==> src/design/sfsct_pkg.sv <==
package sfsct_pkg;

  localparam int SLOTS_DEF      = 4;
  localparam int CHILD_BITS_DEF = 48;
  localparam int MODE_W         = 3;
  localparam int KEY_W          = 8;
  localparam int STATUS_W       = 3;

  typedef enum logic [MODE_W-1:0] {
    MODE_LOOKUP = 3'd0,
    MODE_INSERT = 3'd1,
    MODE_CHANGE = 3'd2,
    MODE_REMOVE = 3'd3,
    MODE_RANGE  = 3'd4
  } mode_e;

  typedef enum logic [STATUS_W-1:0] {
    ST_OK        = 3'd0,
    ST_NOT_FOUND = 3'd1,
    ST_FULL      = 3'd2,
    ST_PRESENT   = 3'd3,
    ST_EMPTY     = 3'd4
  } status_e;

  // controller to datapath
  typedef struct packed {
    logic load;  // capture the incoming item
    logic exec;  // run the operation, update slots and result
  } cmd_t;

endpackage

==> src/design/sfsct_ctrl.sv <==
module sfsct_ctrl
  import sfsct_pkg::*;
(
  input  logic clk_i,
  input  logic rst_ni,
  input  logic in_valid_i,
  output logic in_ready_o,
  output logic out_valid_o,
  input  logic out_ready_i,
  output cmd_t cmd_o
);

  typedef enum logic [2:0] {
    S_IDLE = 3'b001,
    S_EXEC = 3'b010,
    S_DONE = 3'b100
  } state_e;

  state_e state_q, state_d;

  // take the next item in the same cycle the result leaves
  assign in_ready_o  = (state_q == S_IDLE) || ((state_q == S_DONE) && out_ready_i);
  assign out_valid_o = (state_q == S_DONE);
  assign cmd_o.load  = in_valid_i && in_ready_o;
  assign cmd_o.exec  = (state_q == S_EXEC);

  always_comb begin
    state_d = state_q;
    unique case (state_q)
      S_IDLE: begin
        if (in_valid_i) state_d = S_EXEC;
      end
      S_EXEC: begin
        state_d = S_DONE;
      end
      S_DONE: begin
        if (out_ready_i) state_d = in_valid_i ? S_EXEC : S_IDLE;
      end
      default: begin
        state_d = S_IDLE;
      end
    endcase
  end

  always_ff @(posedge clk_i or negedge rst_ni) begin
    if (!rst_ni) begin
      state_q <= S_IDLE;
    end else begin
      state_q <= state_d;
    end
  end

endmodule

==> src/design/sfsct_datapath.sv <==
module sfsct_datapath
  import sfsct_pkg::*;
#(
  parameter int SLOTS      = SLOTS_DEF,
  parameter int CHILD_BITS = CHILD_BITS_DEF,
  parameter int EW         = $clog2(SLOTS + 1)
) (
  input  logic                  clk_i,
  input  logic                  rst_ni,
  input  cmd_t                  cmd_i,
  input  logic [MODE_W-1:0]     mode_i,
  input  logic [KEY_W-1:0]      key_i,
  input  logic [CHILD_BITS-1:0] child_i,
  output logic [STATUS_W-1:0]   status_o,
  output logic [CHILD_BITS-1:0] child_out_o,
  output logic                  has_smaller_o,
  output logic                  has_bigger_o,
  output logic [EW-1:0]         entries_o
);

  logic [MODE_W-1:0]     mode_q;
  logic [KEY_W-1:0]      key_q;
  logic [CHILD_BITS-1:0] child_q;

  logic [KEY_W-1:0]      keys_q [SLOTS];
  logic [KEY_W-1:0]      keys_d [SLOTS];
  logic [CHILD_BITS-1:0] kids_q [SLOTS];
  logic [CHILD_BITS-1:0] kids_d [SLOTS];
  logic [EW-1:0]         fill_q, fill_d;

  logic [STATUS_W-1:0]   status_q, status_d;
  logic [CHILD_BITS-1:0] cout_q, cout_d;
  logic                  smaller_q, smaller_d;
  logic                  bigger_q, bigger_d;

  logic [SLOTS-1:0]      valid, eq, lt, ge, sel;
  logic                  hit;
  logic [CHILD_BITS-1:0] hit_child, range_child;
  logic [SLOTS-1:0]      gone;

  // per-slot compares against the held key
  always_comb begin
    for (int j = 0; j < SLOTS; j++) begin
      valid[j] = (EW'(j) < fill_q);
      eq[j]    = valid[j] && (keys_q[j] == key_q);
      lt[j]    = valid[j] && (keys_q[j] < key_q);
      ge[j]    = valid[j] && (keys_q[j] >= key_q);
    end
  end

  // keys are sorted and distinct, so eq is at most one-hot and ge is a suffix
  always_comb begin
    logic run;
    run       = 1'b0;
    hit       = |eq;
    hit_child = '0;
    for (int j = 0; j < SLOTS; j++) begin
      if (eq[j]) hit_child = hit_child | kids_q[j];
      run     = run | eq[j];
      gone[j] = run;
    end
    sel[0] = ge[1];
    for (int j = 1; j < SLOTS - 1; j++) begin
      sel[j] = ge[j+1] && !ge[j];
    end
    sel[SLOTS-1] = 1'b0;
    // single entry: child of slot 0
    if (fill_q == EW'(1)) sel[0] = 1'b1;
    range_child = '0;
    for (int j = 0; j < SLOTS; j++) begin
      if (sel[j]) range_child = range_child | kids_q[j];
    end
  end

  always_comb begin
    keys_d    = keys_q;
    kids_d    = kids_q;
    fill_d    = fill_q;
    status_d  = ST_OK;
    cout_d    = '0;
    smaller_d = 1'b0;
    bigger_d  = 1'b0;
    unique case (mode_e'(mode_q))
      MODE_LOOKUP: begin
        if (hit) cout_d = hit_child;
        else     status_d = ST_NOT_FOUND;
      end
      MODE_INSERT: begin
        if (fill_q >= EW'(SLOTS)) begin
          status_d = ST_FULL;
        end else if (hit) begin
          status_d = ST_PRESENT;
        end else begin
          // slots below the key stay, the first slot not below takes the new entry,
          // later ones shift up
          if (!lt[0]) begin
            keys_d[0] = key_q;
            kids_d[0] = child_q;
          end
          for (int j = 1; j < SLOTS; j++) begin
            if (!lt[j]) begin
              if (lt[j-1]) begin
                keys_d[j] = key_q;
                kids_d[j] = child_q;
              end else begin
                keys_d[j] = keys_q[j-1];
                kids_d[j] = kids_q[j-1];
              end
            end
          end
          fill_d = fill_q + EW'(1);
        end
      end
      MODE_CHANGE: begin
        if (!hit) status_d = ST_NOT_FOUND;
        for (int j = 0; j < SLOTS; j++) begin
          if (eq[j]) kids_d[j] = child_q;
        end
      end
      MODE_REMOVE: begin
        if (!hit) begin
          status_d = ST_NOT_FOUND;
        end else begin
          // close the gap from the removed slot upward
          for (int j = 0; j < SLOTS - 1; j++) begin
            if (gone[j]) begin
              keys_d[j] = keys_q[j+1];
              kids_d[j] = kids_q[j+1];
            end
          end
          fill_d = fill_q - EW'(1);
        end
      end
      MODE_RANGE: begin
        if (fill_q == '0) begin
          status_d = ST_EMPTY;
        end else if (!lt[0] && !eq[0]) begin
          bigger_d = 1'b1;
        end else if (ge == '0) begin
          smaller_d = 1'b1;
        end else begin
          smaller_d = 1'b1;
          bigger_d  = 1'b1;
          cout_d    = range_child;
        end
      end
      default: begin
        status_d = ST_OK;
      end
    endcase
  end

  always_ff @(posedge clk_i) begin
    if (cmd_i.load) begin
      mode_q  <= mode_i;
      key_q   <= key_i;
      child_q <= child_i;
    end
    if (cmd_i.exec) begin
      keys_q    <= keys_d;
      kids_q    <= kids_d;
      status_q  <= status_d;
      cout_q    <= cout_d;
      smaller_q <= smaller_d;
      bigger_q  <= bigger_d;
    end
  end

  always_ff @(posedge clk_i or negedge rst_ni) begin
    if (!rst_ni) begin
      fill_q <= '0;
    end else if (cmd_i.exec) begin
      fill_q <= fill_d;
    end
  end

  assign status_o      = status_q;
  assign child_out_o   = cout_q;
  assign has_smaller_o = smaller_q;
  assign has_bigger_o  = bigger_q;
  // fill only moves on exec, which follows the input accept
  assign entries_o     = fill_q;

endmodule

==> src/design/sorted_four_slot_child_table_top.sv <==
// After an input is accepted, the controller passes through its execute state and then
// presents the registered result on m_axis_tvalid_o.
// No new item is taken while one is in flight; a new item is taken in the same cycle
// the previous result is handed off.
// Reset: asynchronous, active low; clears the controller and the entry count.
// Slot keys and children are not cleared; only slots below the count are read.
module sorted_four_slot_child_table_top
  import sfsct_pkg::*;
#(
  parameter int SLOTS      = SLOTS_DEF,
  parameter int CHILD_BITS = CHILD_BITS_DEF,
  localparam int EW        = $clog2(SLOTS + 1),
  localparam int IN_BITS   = MODE_W + KEY_W + CHILD_BITS,
  localparam int IN_W      = ((IN_BITS + 7) / 8) * 8,
  localparam int OUT_BITS  = STATUS_W + CHILD_BITS + 2 + EW,
  localparam int OUT_W     = ((OUT_BITS + 7) / 8) * 8
) (
  input  logic             clk_i,
  input  logic             rst_ni,
  input  logic             s_axis_tvalid_i,
  output logic             s_axis_tready_o,
  // mode, key, child
  input  logic [IN_W-1:0]  s_axis_tdata_i,
  output logic             m_axis_tvalid_o,
  input  logic             m_axis_tready_i,
  // status, child_out, has_smaller, has_bigger, entries
  output logic [OUT_W-1:0] m_axis_tdata_o
);

  cmd_t                  cmd;
  logic [STATUS_W-1:0]   status;
  logic [CHILD_BITS-1:0] child_out;
  logic                  has_smaller, has_bigger;
  logic [EW-1:0]         entries;

  sfsct_ctrl u_ctrl (
    .clk_i       (clk_i),
    .rst_ni      (rst_ni),
    .in_valid_i  (s_axis_tvalid_i),
    .in_ready_o  (s_axis_tready_o),
    .out_valid_o (m_axis_tvalid_o),
    .out_ready_i (m_axis_tready_i),
    .cmd_o       (cmd)
  );

  sfsct_datapath #(
    .SLOTS      (SLOTS),
    .CHILD_BITS (CHILD_BITS),
    .EW         (EW)
  ) u_datapath (
    .clk_i         (clk_i),
    .rst_ni        (rst_ni),
    .cmd_i         (cmd),
    .mode_i        (s_axis_tdata_i[MODE_W-1:0]),
    .key_i         (s_axis_tdata_i[MODE_W +: KEY_W]),
    .child_i       (s_axis_tdata_i[MODE_W+KEY_W +: CHILD_BITS]),
    .status_o      (status),
    .child_out_o   (child_out),
    .has_smaller_o (has_smaller),
    .has_bigger_o  (has_bigger),
    .entries_o     (entries)
  );

  always_comb begin
    m_axis_tdata_o = '0;
    m_axis_tdata_o[STATUS_W-1:0]                = status;
    m_axis_tdata_o[STATUS_W +: CHILD_BITS]      = child_out;
    m_axis_tdata_o[STATUS_W+CHILD_BITS]         = has_smaller;
    m_axis_tdata_o[STATUS_W+CHILD_BITS+1]       = has_bigger;
    m_axis_tdata_o[STATUS_W+CHILD_BITS+2 +: EW] = entries;
  end

`ifndef SYNTHESIS
  a_entries_bound: assert property (@(posedge clk_i) disable iff (!rst_ni)
    m_axis_tvalid_o |-> (entries <= EW'(SLOTS)))
    else $error("entry count above slot count");

  a_exec_gap: assert property (@(posedge clk_i) disable iff (!rst_ni)
    (s_axis_tvalid_i && s_axis_tready_o) |=> !m_axis_tvalid_o)
    else $error("result shown in the execute cycle");

  a_full_count: assert property (@(posedge clk_i) disable iff (!rst_ni)
    (m_axis_tvalid_o && (status == ST_FULL)) |-> (entries == EW'(SLOTS)))
    else $error("full reported below slot count");

  a_flags_ok: assert property (@(posedge clk_i) disable iff (!rst_ni)
    (m_axis_tvalid_o && (has_smaller || has_bigger)) |-> (status == ST_OK))
    else $error("range flags with error status");
`endif

endmodule

==> config.mk <==
export PLATFORM = sky130hd
export DESIGN_NAME = sorted_four_slot_child_table_top
export DESIGN_NICKNAME = d
export VERILOG_FILES = /design/src/design/sfsct_pkg.sv /design/src/design/sfsct_ctrl.sv /design/src/design/sfsct_datapath.sv /design/src/design/sorted_four_slot_child_table_top.sv
export SDC_FILE = /design/constraint.sdc
export NUM_CORES = 1
export LEC_CHECK = 0
export BUFFER_PORTS_ARGS = -buffer_cell sky130_fd_sc_hd__buf_4
export CAP_MARGIN = 15
export CELL_PAD_IN_SITES_DETAIL_PLACEMENT = 0
export CELL_PAD_IN_SITES_GLOBAL_PLACEMENT = 2
export CORE_MARGIN = 2
export CORE_UTILIZATION = 35
export DETAILED_ROUTE_END_ITERATION = 10
export GPL_ROUTABILITY_DRIVEN = 0
export PLACE_DENSITY = 0.82
export SYNTH_ARGS = -nofsm -noshare
export SYNTH_HDL_FRONTEND = slang
export SYNTH_HIERARCHICAL = 1
export SYNTH_SLANG_ARGS = --single-unit
==> constraint.sdc <==
create_clock -name clk_i -period 18.25 [get_ports clk_i]
set_input_delay 0 -clock clk_i [delete_from_list [all_inputs] [get_ports clk_i]]
set_output_delay 0 -clock clk_i [all_outputs]
set_load 0.05 [all_outputs]
==> impl_metrics.csv, run 1 <==
group,metric,value,unit
clock_tree,clk_path_buf_depth,3,
clock_tree,cts.sinks,342,
layout,seqCellArea,0.0102,mm^2
floorplanning,num_io_pins,126,
grt,antenna_found_initial,1,
layout,layout_commonest_cell,"edfxtp_1",
layout,multiInputGateArea,0.00704,mm^2
clock_tree,cts_hold_buf,63,
sta,worst_pin_slew,1.13,ns
sta,hold_viol,0,
critical_path,worstPathRequired,18.43,ns
critical_path,end_kind,"register",
route,drtIter0Drc,1516,
yosys,synth_cell_type_count,57,
pwr,ir_drop,168,uV
sta,post-route-period-util,0.251,
floorplanning,num_rows,82,
layout,final_cell_mix,"336 x edfxtp_1, 207 x nor2_1, 185 x nand2_1",
route,wl_per_cell,25.1,um
floorplanning,initial_core_util,0.355,
grt,overflow,0,
clock_tree,post_cts_buffers,0,
layout,antenna_cells,0,
clock_tree,cts_tree,"built",
route,drc,0,
placed_design,post-dp-hpwl,30000,um
pwr,power_leakage,7.36,nW
yosys,async_flop_share,0.0175,
clock_tree,cts_root_buf,"clkbuf_16",
clock_tree,h-tree-depth,2,
grt,grt_use_total,0.228,
yosys,synth-edff-count,336,
route,drtAntennaViolNets,0,
clock_tree,clk_pin_slew,0.06,ns
yosys,syn_nets,1728,
placed_design,placed_cells,2307,
floorplanning,fp.dieH,230,um
sta,fmax,218,MHz
floorplanning,dieArea,0.0530,mm^2
placed_design,port_buffers,120,
sta,finalSetupTns,0,ns
critical_path,startpoint_type,"register",
route,vias,14600,
grt,grt_max_degree,87,
critical_path,criticalPathCategory,"reg2reg",
run_status,status,"finished clean",
placed_design,pre_cts_slack,13.82,ns
layout,drive_gt1_frac,0.154,
flow_run,max_cap_viol_count,0,
yosys,synth_area,0.0179,mm^2
yosys,yosys_warnings,6,
sta,drv_slew,0,
grt,grt_pass1_wl,91800,um
layout,nFillCells,4755,
layout,fin_nets,1845,
route,wl,61200,um
floorplanning,core_area,0.0504,mm^2
layout,final_cell_count_no_fill,2441,
layout,syn_to_final_growth,19.5,%
yosys,ys_ff_latch,342,
pwr,power.density,131,mW/mm^2
pwr,p_total,2.81,mW
yosys,syn_area_per_cell,11.0,um^2
critical_path,crit_arrival,4.76,ns
yosys,synthFlopType,"edfxtp_1",
sta,max-slew-margin-rel,0.243,
yosys,syn_inst,1624,
clock_tree,clkLatencyLatePin,0.57,ns
grt,grt_pass1_vias,14500,
critical_path,critPathMaxFanout,48,
min_path,hold_path_class,"in2reg",
sta,setup_violations,0,
clock_tree,numCtsBuffers,41,
sta,fin_skew,0.0180,ns
clock_tree,cts-resized-gates,0,
sta,period_needed,4.58,ns
sta,rsz0062_at_grt,"false",
route,viasPerCell,5.96,
sta,setup_ws,13.67,ns
yosys,ys_seq_area_frac,0.572,
floorplanning,dieWidth,230,um
route,dr.pass1.iters,6,
[worst max-delay path, stage by stage (launching register included)]
cell and delay [ns]:
edfxtp_1 0.43, inv_1 0.15, ha_1 0.35, nand4_1 0.31, nor3_2 0.95, buf_4 0.60
o21ai_0 0.15, a32o_1 0.33, a21oi_4 0.14, buf_4 0.74
[Yosys cell counts (3+ instances only)]
library cell | count | share of area
mux2i_1 | 16 | 0.0089
nor3b_1 | 4 | 0.0017
o21ai_1 | 11 | 0.0031
o22ai_1 | 98 | 0.034
a22oi_1 | 97 | 0.041
a311oi_1 | 49 | 0.024
a21oi_1 | 18 | 0.0050
nor2b_1 | 7 | 0.0024
a211oi_1 | 3 | 0.0013
nand2_1 | 188 | 0.039
o31ai_1 | 49 | 0.021
nor3_1 | 7 | 0.0020
buf_2 | 12 | 0.0034
mux2_2 | 35 | 0.022
ha_1 | 36 | 0.025
nor4b_1 | 49 | 0.024
dfrtp_1 | 5 | 0.0070
edfxtp_1 | 336 | 0.56
mux2_1 | 20 | 0.013
and4_1 | 5 | 0.0024
buf_1 | 9 | 0.0019
nand4_1 | 6 | 0.0021
a31oi_1 | 50 | 0.017
clkbuf_1 | 110 | 0.023
o21ai_0 | 17 | 0.0048
inv_1 | 67 | 0.014
nand3_1 | 12 | 0.0034
nand2b_1 | 4 | 0.0014
buf_4 | 3 | 0.0013
and2_1 | 5 | 0.0017
buf_6 | 3 | 0.0019
nor2_1 | 209 | 0.044
a21o_1 | 53 | 0.022
[worst paths after layout]
check	cells after the start	end	slack [ns]	start
setup / recovery	9	u_datapath/kids_q[88]	13.67	u_datapath/key_q[7]
hold / removal	2	u_datapath/child_q[46]	0.14	s_axis_tdata_i[57]
setup reg to reg	9	u_datapath/kids_q[88]	13.67	u_datapath/key_q[7]
hold reg to reg	2	u_datapath/keys_q[14]	0.56	u_datapath/keys_q[6]
max in group asynchronous	3	u_ctrl/state_q[0]	17.57	rst_ni
min in group asynchronous	3	u_ctrl/state_q[1]	0.39	rst_ni
[cell families after synthesis]
family | count (synthesis) | synth area share
compound gates | 460 | 0.181
xor+xnor | 2 | 0.000979
fa+ha+maj | 36 | 0.0252
buf+inv | 205 | 0.0457
flops | 342 | 0.572
mux | 71 | 0.0435
simple gates | 508 | 0.132
[area by class of cell]
| type | count | share of cell area |
|---|---|---|
| flip-flops and latches | 342 | 0.479 |
| multi-input cells | 1077 | 0.329 |
| repair buffers | 211 | 0.0814 |
| clock buffers | 53 | 0.0501 |
| well taps | 672 | 0.0393 |
| inverters | 68 | 0.0119 |
| clock inverters | 18 | 0.00918 |
[where the power goes]
group	internal (mW)	total, mW	switching (mW)
combinational	0.283	0.949	0.666
sequential	1.00	1.07	0.0647
clock	0.470	0.794	0.324
total	1.76	2.81	1.06
[stage by stage]
stage                     hold slack [ns]  area, um^2  utilization
after floorplan                    -0.296       17900            -
after global placement             -0.185       19500        0.387
final                               0.141       21400        0.425
after global routing                0.131       21400        0.425
after detailed placement           -0.183       19500        0.387
after CTS                           0.114       21400        0.425
[sequential cells by signal, summed over array words and instances, names as in the netlist]
signal,count
u_ctrl/state_q,3
u_datapath/child_out_o,48
u_datapath/child_q,48
u_datapath/entries_o,3
u_datapath/has_bigger_o,1
u_datapath/has_smaller_o,1
u_datapath/key_q,8
u_datapath/keys_q,32
u_datapath/kids_q,192
u_datapath/mode_q,3
u_datapath/status_o,3
[routing by layer]
layer | up-vias | part of all wire | GRT usage | routed length, um
met5 | - | 0 | 0 | 0
met4 | 0 | 0.025 | 0.0732 | 1540
met3 | 113 | 0.087 | 0.0357 | 5310
met2 | 785 | 0.45 | 0.356 | 27600
met1 | 7200 | 0.44 | 0.323 | 26800
li1 | 6452 | - | - | -
Note: power is estimated with default switching activity, not from simulation.
==> run 2, diff against run 1 <==
--- a/config.mk
+++ b/config.mk
@@ -13,7 +13,7 @@
 export CORE_UTILIZATION = 35
 export DETAILED_ROUTE_END_ITERATION = 10
 export GPL_ROUTABILITY_DRIVEN = 0
-export PLACE_DENSITY = 0.82
+export PLACE_DENSITY = 0.85
 export SYNTH_ARGS = -nofsm -noshare
 export SYNTH_HDL_FRONTEND = slang
 export SYNTH_HIERARCHICAL = 1
==> constraint.sdc (replaced) <==
create_clock -name clk_i -period 4.1 [get_ports clk_i]
set_input_delay 0 -clock clk_i [delete_from_list [all_inputs] [get_ports clk_i]]
set_output_delay 0 -clock clk_i [all_outputs]
set_load 0.05 [all_outputs]
==> run 2 against run 1 <==
Via count increased by 1.1%. Global-route usage decreased by 0.41 points. Clock skew decreased by 0.00089 ns. Clock power increased to 4.5 times the previous value. First-iteration DRC count increased by 9.9%. Worst hold slack got worse by 0.0053 ns. Total power increased to 4.5 times the previous value. Largest power group unchanged.
==> impl_metrics.csv, run 2 (synthesis results as in run 1) <==
group,metric,value,unit
sta,fmax,286,MHz
pwr,power_leakage,7.48,nW
clock_tree,clk_path_buf_depth,3,
layout,largest_reg_flops,192,
critical_path,crit_family,"simple AND/OR/NAND/NOR gates",
layout,largest_register,"u_datapath/kids_q",
sta,drv_slew,0,
layout,final_cell_mix,"336 x edfxtp_1, 207 x nor2_1, 185 x nand2_1",
sta,post-route-period-util,0.854,
floorplanning,core_area,0.0504,mm^2
sta,worst_pin_slew,1.05,ns
run_status,status,"finished clean",
sta,rsz0062_at_grt,"false",
placed_design,post-dp-hpwl,31300,um
sta,finalSetupTns,0,ns
sta,fin_skew,0.0172,ns
floorplanning,dieArea,0.0530,mm^2
grt,overflow,0,
critical_path,startpoint_type,"register",
sta,hold_viol,0,
route,vias,14700,
grt,antenna_found_initial,0,
clock_tree,post_cts_buffers,0,
route,dr.pass1.iters,6,
floorplanning,initial_core_util,0.355,
sta,period_needed,3.50,ns
clock_tree,cts_tree,"built",
critical_path,worstPathCellList,"inv_1 > ha_1 > and4_1 > and3_2 > buf_4 > nor4_2 > and2_1 > o21ai_1 > a211oi_4 > buf_12",
floorplanning,num_rows,82,
clock_tree,cts_root_buf,"clkbuf_16",
layout,drive_gt1_frac,0.164,
critical_path,rr_startpoint,"u_datapath/key_q[5]",
flow_run,max_cap_viol_count,0,
grt,grt_pass1_vias,14700,
floorplanning,dieWidth,230,um
layout,seqCellArea,0.0102,mm^2
clock_tree,clk_pin_slew,0.06,ns
min_path,hold_start,"s_axis_tdata_i[51]",
critical_path,critPathMaxFanout,48,
pwr,p_total,12.6,mW
floorplanning,num_io_pins,126,
route,wl_per_cell,24.7,um
clock_tree,numCtsBuffers,40,
layout,syn_to_final_growth,20.9,%
clock_tree,h-tree-depth,2,
route,dr_wl_met3,5620,um
critical_path,crit_path_top_delay_cell,"edfxtp_1",
route,drtIter0Drc,1666,
route,drtAntennaViolNets,0,
layout,fin_nets,1860,
critical_path,startpoint,"u_datapath/key_q[5]",
route,highest-signal-layer,"met4",
clock_tree,cts.sinks,342,
pwr,power.density,583,mW/mm^2
critical_path,crit_buf_inv,3,
critical_path,end_kind,"register",
layout,multiInputGateArea,0.00703,mm^2
critical_path,criticalPathCategory,"reg2reg",
route,drc,0,
layout,nFillCells,4669,
layout,antenna_cells,0,
floorplanning,fp.dieH,230,um
route,dr_wl_met2,27700,um
grt,grt_pass1_wl,90500,um
sta,setup_violations,0,
route,viasPerCell,5.99,
grt,grt_use_total,0.223,
sta,max-slew-margin-rel,0.298,
pwr,ir_drop,488,uV
critical_path,max_stage_delay,0.47,ns
critical_path,worstPathRequired,4.33,ns
clock_tree,clkLatencyLatePin,0.58,ns
min_path,hold_path_class,"in2reg",
route,wl,60800,um
route,wl_met1,25800,um
critical_path,crit_arrival,3.73,ns
placed_design,port_buffers,120,
layout,layout_commonest_cell,"edfxtp_1",
grt,grt_max_degree,139,
run 2: layer usage:
layer,GRT usage,vias up
li1,-,6483
met1,0.311,7265
met3,0.0417,120
met5,0,-
met2,0.349,840
met4,0.0766,0
run 2: path summary, 6_finish.rpt:
check	cells after the start	slack, ns	endpoint
max reg2reg	10	0.60	u_datapath/kids_q[189]
min in group asynchronous	3	0.42	u_datapath/entries_o[1]
min	2	0.14	u_datapath/child_q[40]
max in group asynchronous	3	3.37	u_ctrl/state_q[0]
max	10	0.60	u_datapath/kids_q[189]
min reg2reg	1	0.57	u_ctrl/state_q[2]
run 2: per-stage QoR:
| stage | worst slack (ns) | util | cell area, um^2 | hold WS, ns | instances |
|---|---|---|---|---|---|
| 5_1_grt | 0.522 | 0.430 | 21600 | 0.136 | 2456 |
| 3_3_place_gp | 0.726 | 0.392 | 19700 | -0.182 | 2323 |
| 3_5_place_dp | 0.659 | 0.392 | 19700 | -0.179 | 2323 |
| 4_1_cts | 0.654 | 0.430 | 21600 | 0.106 | 2456 |
| 2_1_floorplan | 0.113 | - | 17900 | -0.296 | 1624 |
| 6_report | 0.600 | 0.430 | 21600 | 0.136 | 2456 |
run 2: report_power, final:
part           internal, mW  switching, mW
clock                  2.05           1.49
sequential             4.47          0.296
combinational          1.35           2.97
total                  7.87           4.76
run 2: worst reg2reg max path, stage by stage (launching register included):
cell	delay, ns
edfxtp_1	0.47
inv_1	0.20
ha_1	0.28
and4_1	0.25
and3_2	0.28
buf_4	0.26
nor4_2	0.33
and2_1	0.19
o21ai_1	0.21
a211oi_4	0.31
buf_12	0.33
run 2: layout make-up:
cell class / instances / area share
tap: 672 / 0.0388
timing repair buffer: 227 / 0.0929
multi-input combinational: 1077 / 0.325
clock buffer: 46 / 0.0473
inverter: 68 / 0.0118
clock inverter: 24 / 0.0115
sequential: 342 / 0.473
run 2: what timing repair did:
action | 4_1_cts | 5_1_grt
resized for setup | 0 | 0
hold endpoints to repair | 68 | 0
hold buffers | 63 | 0
